$ cat config.mk
export PLATFORM = sky130hd
export DESIGN_NAME = rational_divide_reduce
export DESIGN_NICKNAME = d
export VERILOG_FILES = /design/src/hw/rtl/rdr_pkg.sv /design/src/hw/rtl/rdr_alu.sv /design/src/hw/rtl/rational_divide_reduce.sv
export SDC_FILE = /design/constraint.sdc
export NUM_CORES = 2
export LEC_CHECK = 0
export ABC_CLOCK_PERIOD_IN_PS = 17700
export BUFFER_PORTS_ARGS = -buffer_cell sky130_fd_sc_hd__clkbuf_2
export CAP_MARGIN = 30
export CELL_PAD_IN_SITES_DETAIL_PLACEMENT = 1
export CELL_PAD_IN_SITES_GLOBAL_PLACEMENT = 1
export CORE_MARGIN = 1
export CORE_UTILIZATION = 46
export CTS_CLUSTER_SIZE = 28
export DETAILED_ROUTE_END_ITERATION = 10
export HOLD_SLACK_MARGIN = 0.08
export PLACE_DENSITY = 0.87
export SLEW_MARGIN = 20
export SYNTH_ARGS = -nofsm -noshare
export SYNTH_HDL_FRONTEND = slang
export SYNTH_HIERARCHICAL = 1
export SYNTH_SLANG_ARGS = --single-unit
export TNS_END_PERCENT = 50
$ cat constraint.sdc
create_clock -name clk_i -period 17.7 [get_ports clk_i]
set_clock_uncertainty 0.05 [all_clocks]
set_input_delay 2.655 -clock clk_i [delete_from_list [all_inputs] [get_ports clk_i]]
set_output_delay 2.655 -clock clk_i [all_outputs]
set_load 0.005 [all_outputs]
$ cat src/hw/rtl/rdr_pkg.sv
// Shared definitions for the rational divide-and-reduce block.
// Holds widths, the sequencer state type and the subtractor result struct.
// No dependencies.
package rdr_pkg;

  localparam int unsigned OP_W  = 32;               // input field width
  localparam int unsigned MAG_W = 63;               // product magnitude, up to 2^62
  localparam int unsigned DEN_W = MAG_W - 1;        // result denominator width
  localparam int unsigned ALU_W = MAG_W + 1;        // shared subtractor operand width
  localparam int unsigned CNT_W = $clog2(MAG_W);    // divide bit counter

  localparam logic [CNT_W-1:0] DIV_LAST = CNT_W'(MAG_W - 1);

  typedef enum logic [3:0] {
    S_IDLE,
    S_MUL_N,
    S_MUL_D,
    S_CHECK,
    S_TWOS,
    S_GCD,
    S_DIV_N,
    S_DIV_D,
    S_FIN
  } state_e;

  typedef struct packed {
    logic [ALU_W-1:0] diff;
    logic             borrow;
    logic             zero;
  } alu_res_t;

endpackage

$ cat src/hw/rtl/rdr_alu.sv
// Shared subtract/compare unit of the rational divide-and-reduce block.
// Serves both the binary gcd steps and the restoring divide steps.
// Depends on rdr_pkg.
module rdr_alu (
  input  logic [rdr_pkg::ALU_W-1:0] x_i,
  input  logic [rdr_pkg::ALU_W-1:0] y_i,
  output rdr_pkg::alu_res_t         res_o
);

  logic [rdr_pkg::ALU_W:0] full;

  assign full          = {1'b0, x_i} - {1'b0, y_i};
  assign res_o.diff    = full[rdr_pkg::ALU_W-1:0];
  assign res_o.borrow  = full[rdr_pkg::ALU_W];
  assign res_o.zero    = (full == '0);

endmodule

$ cat src/hw/rtl/rational_divide_reduce.sv
// Divides a_num/a_den by b_num/b_den and reduces the quotient to lowest terms.
// Steps: a numerator and a denominator multiply, removal of common twos, a binary
//   gcd and restoring divides of numerator and denominator; the gcd and divide
//   steps share one 64-bit subtractor.
// Throughput: one item at a time; busy stays high until the result beat is issued.
// Reset: asynchronous, active low; clears the sequencer and the done strobe.
// The result beat lasts one cycle and cannot be stalled by the receiver.
module rational_divide_reduce (
  input  logic                               clk_i,
  input  logic                               rst_ni,
  input  logic                               start,
  output logic                               busy,
  input  logic signed [rdr_pkg::OP_W-1:0]    a_num_i,
  input  logic signed [rdr_pkg::OP_W-1:0]    a_den_i,
  input  logic signed [rdr_pkg::OP_W-1:0]    b_num_i,
  input  logic signed [rdr_pkg::OP_W-1:0]    b_den_i,
  output logic                               done_o,
  output logic signed [rdr_pkg::MAG_W-1:0]   quot_num_o,
  output logic        [rdr_pkg::DEN_W-1:0]   quot_den_o,
  output logic                               whole_flag_o,
  output logic                               div_zero_o
);

  localparam int unsigned OW = rdr_pkg::OP_W;
  localparam int unsigned MW = rdr_pkg::MAG_W;
  localparam int unsigned DW = rdr_pkg::DEN_W;
  localparam int unsigned AW = rdr_pkg::ALU_W;
  localparam int unsigned CW = rdr_pkg::CNT_W;

  rdr_pkg::state_e state_q, state_d;

  logic [OW-1:0] an_q, ad_q, bn_q, bd_q;
  logic [OW-1:0] an_d, ad_d, bn_d, bd_d;
  logic          neg_q, neg_d;
  logic [MW-1:0] nm_q, nm_d, dm_q, dm_d;
  logic [MW-1:0] a_q, a_d, b_q, b_d;
  logic [MW-1:0] rem_q, rem_d;
  logic [CW-1:0] cnt_q, cnt_d;

  logic          done_d;
  logic [MW-1:0] qnum_q, qnum_d;
  logic [DW-1:0] qden_q, qden_d;
  logic          whole_q, whole_d;
  logic          dz_q, dz_d;

  logic [OW-1:0]   mul_a, mul_b;
  logic [2*OW-1:0] prod;
  logic [AW-1:0]   alu_x, alu_y;
  logic [AW-1:0]   shifted;
  logic            qbit;
  logic [MW-1:0]   neg_nm;
  rdr_pkg::alu_res_t alu;

  function automatic logic [OW-1:0] mag(input logic [OW-1:0] v);
    mag = v[OW-1] ? (~v + OW'(1)) : v;
  endfunction

  // one multiplier, numerator product first, denominator product next
  assign mul_a = (state_q == rdr_pkg::S_MUL_N) ? an_q : ad_q;
  assign mul_b = (state_q == rdr_pkg::S_MUL_N) ? bd_q : bn_q;
  assign prod  = mul_a * mul_b;

  assign qbit    = (state_q == rdr_pkg::S_DIV_N) ? nm_q[MW-1] : dm_q[MW-1];
  assign shifted = {rem_q, qbit};
  assign neg_nm  = ~nm_q + MW'(1);

  always_comb begin
    if (state_q == rdr_pkg::S_GCD) begin
      alu_x = {1'b0, a_q};
    end else begin
      alu_x = shifted;
    end
    alu_y = {1'b0, (state_q == rdr_pkg::S_GCD) ? b_q : a_q};
  end

  rdr_alu u_alu (
    .x_i   (alu_x),
    .y_i   (alu_y),
    .res_o (alu)
  );

  assign busy = (state_q != rdr_pkg::S_IDLE);

  always_comb begin
    state_d = state_q;
    an_d    = an_q;
    ad_d    = ad_q;
    bn_d    = bn_q;
    bd_d    = bd_q;
    neg_d   = neg_q;
    nm_d    = nm_q;
    dm_d    = dm_q;
    a_d     = a_q;
    b_d     = b_q;
    rem_d   = rem_q;
    cnt_d   = cnt_q;
    done_d  = 1'b0;
    qnum_d  = qnum_q;
    qden_d  = qden_q;
    whole_d = whole_q;
    dz_d    = dz_q;

    unique case (state_q)
      rdr_pkg::S_IDLE: begin
        if (start) begin
          an_d    = mag(a_num_i);
          ad_d    = mag(a_den_i);
          bn_d    = mag(b_num_i);
          bd_d    = mag(b_den_i);
          // sign of the quotient when no part is zero
          neg_d   = a_num_i[OW-1] ^ a_den_i[OW-1] ^ b_num_i[OW-1] ^ b_den_i[OW-1];
          state_d = rdr_pkg::S_MUL_N;
        end
      end
      rdr_pkg::S_MUL_N: begin
        nm_d    = prod[MW-1:0];
        a_d     = prod[MW-1:0];
        state_d = rdr_pkg::S_MUL_D;
      end
      rdr_pkg::S_MUL_D: begin
        dm_d    = prod[MW-1:0];
        b_d     = prod[MW-1:0];
        state_d = rdr_pkg::S_CHECK;
      end
      rdr_pkg::S_CHECK: begin
        if (dm_q == '0) begin
          qnum_d  = '0;
          qden_d  = '0;
          whole_d = 1'b0;
          dz_d    = 1'b1;
          done_d  = 1'b1;
          state_d = rdr_pkg::S_IDLE;
        end else if (nm_q == '0) begin
          qnum_d  = '0;
          qden_d  = DW'(1);
          whole_d = 1'b1;
          dz_d    = 1'b0;
          done_d  = 1'b1;
          state_d = rdr_pkg::S_IDLE;
        end else begin
          state_d = rdr_pkg::S_TWOS;
        end
      end
      rdr_pkg::S_TWOS: begin
        // drop common factors of two from all four values
        if (!a_q[0] && !b_q[0]) begin
          a_d  = a_q >> 1;
          b_d  = b_q >> 1;
          nm_d = nm_q >> 1;
          dm_d = dm_q >> 1;
        end else begin
          state_d = rdr_pkg::S_GCD;
        end
      end
      rdr_pkg::S_GCD: begin
        if (!a_q[0]) begin
          a_d = a_q >> 1;
        end else if (!b_q[0]) begin
          b_d = b_q >> 1;
        end else if (alu.zero) begin
          // a holds the odd part of the gcd
          rem_d   = '0;
          cnt_d   = '0;
          state_d = rdr_pkg::S_DIV_N;
        end else if (alu.borrow) begin
          a_d = b_q;
          b_d = a_q;
        end else begin
          // difference of two odd values is even: halve it at once
          a_d = alu.diff[MW:1];
        end
      end
      rdr_pkg::S_DIV_N,
      rdr_pkg::S_DIV_D: begin
        if (!alu.borrow) begin
          rem_d = alu.diff[MW-1:0];
        end else begin
          rem_d = shifted[MW-1:0];
        end
        if (state_q == rdr_pkg::S_DIV_N) begin
          nm_d = {nm_q[MW-2:0], ~alu.borrow};
        end else begin
          dm_d = {dm_q[MW-2:0], ~alu.borrow};
        end
        cnt_d = cnt_q + CW'(1);
        if (cnt_q == rdr_pkg::DIV_LAST) begin
          cnt_d   = '0;
          rem_d   = '0;
          state_d = (state_q == rdr_pkg::S_DIV_N) ? rdr_pkg::S_DIV_D : rdr_pkg::S_FIN;
        end
      end
      rdr_pkg::S_FIN: begin
        // magnitudes reach 2^62 at most; clamp the positive end
        if (neg_q) begin
          qnum_d = neg_nm;
        end else if (nm_q[MW-1]) begin
          qnum_d = {1'b0, {(MW-1){1'b1}}};
        end else begin
          qnum_d = nm_q;
        end
        qden_d  = dm_q[MW-1] ? {DW{1'b1}} : dm_q[DW-1:0];
        whole_d = (dm_q == MW'(1));
        dz_d    = 1'b0;
        done_d  = 1'b1;
        state_d = rdr_pkg::S_IDLE;
      end
      default: begin
        state_d = rdr_pkg::S_IDLE;
      end
    endcase
  end

  always_ff @(posedge clk_i or negedge rst_ni) begin
    if (!rst_ni) begin
      state_q <= rdr_pkg::S_IDLE;
      done_o  <= 1'b0;
      cnt_q   <= '0;
    end else begin
      state_q <= state_d;
      done_o  <= done_d;
      cnt_q   <= cnt_d;
    end
  end

  always_ff @(posedge clk_i) begin
    an_q    <= an_d;
    ad_q    <= ad_d;
    bn_q    <= bn_d;
    bd_q    <= bd_d;
    neg_q   <= neg_d;
    nm_q    <= nm_d;
    dm_q    <= dm_d;
    a_q     <= a_d;
    b_q     <= b_d;
    rem_q   <= rem_d;
    qnum_q  <= qnum_d;
    qden_q  <= qden_d;
    whole_q <= whole_d;
    dz_q    <= dz_d;
  end

  assign quot_num_o   = qnum_q;
  assign quot_den_o   = qden_q;
  assign whole_flag_o = whole_q;
  assign div_zero_o   = dz_q;

  a_accept_busy: assert property (@(posedge clk_i) disable iff (!rst_ni)
    (start && !busy) |=> busy)
    else $error("accepted item did not raise busy");

  a_done_pulse: assert property (@(posedge clk_i) disable iff (!rst_ni)
    done_o |=> !done_o)
    else $error("result strobe longer than one cycle");

  a_divzero_out: assert property (@(posedge clk_i) disable iff (!rst_ni)
    (done_o && div_zero_o) |-> (quot_num_o == '0 && quot_den_o == '0 && !whole_flag_o))
    else $error("zero denominator result not cleared");

  a_den_valid: assert property (@(posedge clk_i) disable iff (!rst_ni)
    (done_o && !div_zero_o) |-> (quot_den_o != '0))
    else $error("valid result with zero denominator");

  a_whole: assert property (@(posedge clk_i) disable iff (!rst_ni)
    (done_o && whole_flag_o) |-> (quot_den_o == DW'(1)))
    else $error("whole flag without unit denominator");

  a_gcd_odd: assert property (@(posedge clk_i) disable iff (!rst_ni)
    (state_q == rdr_pkg::S_DIV_N) |-> a_q[0])
    else $error("divisor of the reduction is not odd");

endmodule

==> impl_metrics.yaml <==
timing:
  fin_ws_ns: 5.10
  drv_slew: 0
  relSlewSlack: 0.277
  rsz0062_at_grt: "false"
  fmax_ghz: 0.0793
  hold_viol: 0
  period_share: 0.712
  setup_violations: 0
  fin_setup_tns_ns: 0
  worst_pin_slew_ns: 1.06
  min_period_ns: 12.60
logic_synthesis:
  synth_most_common_cell: "nand2_1"
  ys_warn_count: 6
  yosys_register_bits: 582
  netlist_area_sq_um: 67400
  synth_nets: 8749
  ys_async_sr_fraction: 0.0189
  synth_cell_type_count: 105
  ys.flop_type: "edfxtp_1"
  synth_area_leaders: "fa_1 (27%), edfxtp_1 (25%), nand2_1 (6.8%)"
  yosys.area.top_type: "fa_1"
  syn_inst: 7394
  synth_top_area_frac: 0.266
  synth_edf_count: 571
  postSynthAreaPerCell_sq_um: 9.12
  seq_area_frac_synth: 0.258
  synth_top_cells_by_count: "nand2_1 (1228), nor2_1 (995), inv_1 (948)"
setup_path:
  max_stage_delay_ns: 0.81
  cp.arrival_ns: 12.98
  timing.critical_path.mode_cell: "fa_1"
  r2r_cells: 32
  cp-start-kind: "register"
  required_ns: 18.08
  crit_path_end_kind: "register"
  worstSetupPathType: "reg2reg"
  cp_max_fo: 48
  cpMaxStageDelayCell: "buf_4"
grt:
  use_met3: 0.112
  grt-busiest-layer: "met2"
  grtUsageTotal: 0.362
  grt_use_met2: 0.584
  grt_max_degree: 105
  use_met1: 0.417
  grt_pass1_wl_um: 399000
  grt_pass1_vias: 64277
  antenna_found_initial: 7
  grt_overflow: 0
clock_network:
  cts_setup_buffers: 0
  cts.hold.buffers_added: 0
  root_buffer: "clkbuf_16"
  cts_tree: "done"
  clk_latency_ns: 0.75
  cts_buffers: 70
  htreeDepth: 3
  clk_path_buf_depth: 3
  cts_resized: 0
  path_clk_slew_ns: 0.06
  cts_num_sinks: 582
layout:
  final_util: 0.502
  area_growth_pct: 8.36
  drive_gt1_frac: 0.0889
  nNetsFinal: 8771
placement:
  place_ws_ns: 5.07
  gp_congestion: 0.994
  dp_hpwl_um: 199000
  io_buffer_count: 259
drt:
  drt-initial-drc-count: 6171
  drt_first_pass_iters: 8
  routed-via-count: 59002
  vias_per_cell: 6.29
  wire_per_inst_um: 28.8
  postRouteAntennaNets: 0
  drc: 0
  routed_wl_um: 270000
floorplan:
  io_pins: 260
  die_w_um: 385
  fp.dieArea_sq_um: 148000
  core_sq_um: 146000
  dieHeight_um: 385
  rows: 140
  start_util: 0.463
hold_path:
  holdPathStages: 1
  hold_path.class: "reg2reg"
run_status:
  status: "finished, final reports clean"
flow_run:
  max_cap_violations: 0
## placed cells by master, fill, tap and decap left out, drive strengths merged, types with 26 or more instances in the layout
master / Yosys / routed
a21o: 70 / 70
a21oi: 306 / 306
a221o: 63 / 63
a22oi: 110 / 110
a311oi: 40 / 40
a31oi: 26 / 26
and2: 31 / 31
buf: 51 / 105
clkbuf: 363 / 342
clkinv: 0 / 35
edfxtp: 571 / 571
fa: 896 / 896
ha: 328 / 328
inv: 949 / 949
mux2: 61 / 61
mux2i: 106 / 106
nand2: 1230 / 1230
nand2b: 69 / 69
nand3: 64 / 64
nand4: 53 / 53
nor2: 999 / 999
nor3: 63 / 63
nor4: 45 / 45
o21ai: 244 / 244
o31ai: 37 / 37
or3: 36 / 36
or4: 29 / 29
xnor2: 177 / 177
xor2: 64 / 64
## worst max-delay path: cells and delay by family (launching register included)
family	cells	cell delay, ns
AO/OA/AOI/OAI	7	1.67
XOR/XNOR	1	0.72
adder cells (fa/ha/maj)	9	4.46
buffers and inverters	10	3.02
flip-flops	1	0.56
multiplexers	1	0.55
AND/OR/NAND/NOR	4	1.07
## final timing paths
| path | start | end | slack, ns |
|---|---|---|---|
| worst max-delay path | state_q[1] | a_q[42] | 5.10 |
| worst min-delay path | cnt_q[2] | cnt_q[2] | 0.49 |
| worst max register to register | state_q[1] | a_q[42] | 5.10 |
| worst min register to register | cnt_q[2] | cnt_q[2] | 0.49 |
| max in group asynchronous | rst_ni | done_o | 15.45 |
| min in group asynchronous | rst_ni | state_q[2] | 1.83 |
## flip-flops by register name (all words and copies together) (netlist names)
name	count
done_o	1
div_zero_o	1
nm_q	63
whole_flag_o	1
b_q	63
ad_q	32
dm_q	63
bn_q	32
neg_q	1
quot_num_o	63
state_q	4
bd_q	32
rem_q	63
a_q	63
an_q	32
cnt_q	6
quot_den_o	62
## metrics by stage
stage / hold slack [ns] / instance area [sq um] / std cells
2_1_floorplan: 0.435 / 67400 / 7394
3_3_place_gp: 0.464 / 70500 / 9249
3_5_place_dp: 0.487 / 70600 / 9254
4_1_cts: 0.493 / 72900 / 9379
5_1_grt: 0.525 / 73000 / 9386
6_report: 0.491 / 73000 / 9387
## cell type report
type	count	area, sq um
fill	16740	72500
multi-input combinational	5449	45200
sequential	582	17400
inverter	949	3560
tap	1917	2400
timing repair buffer	364	2230
clock buffer	83	1800
clock inverter	42	449
antenna	1	2.50
## metal layers
metal  wire [um]  vias to the layer above
li1            -                    24366
met1       95300                    29582
met2      124000                     3789
met3       29500                     1253
met4       21400                       12
met5         105                        -
## cells by family after synthesis
logic type      after synthesis  share of synthesized area
compound gates             1127                      0.113
xor+xnor                    241                     0.0313
fa+ha+maj                  1224                      0.327
buf+inv                    1363                     0.0778
flops                       582                      0.258
mux                         167                     0.0259
other cells                   1                  0.0000556
simple gates               2689                      0.167
Power is left out: the tool's default activity adds up to more than one toggle a clock period on the data nets, which glitch-free logic cannot reach.
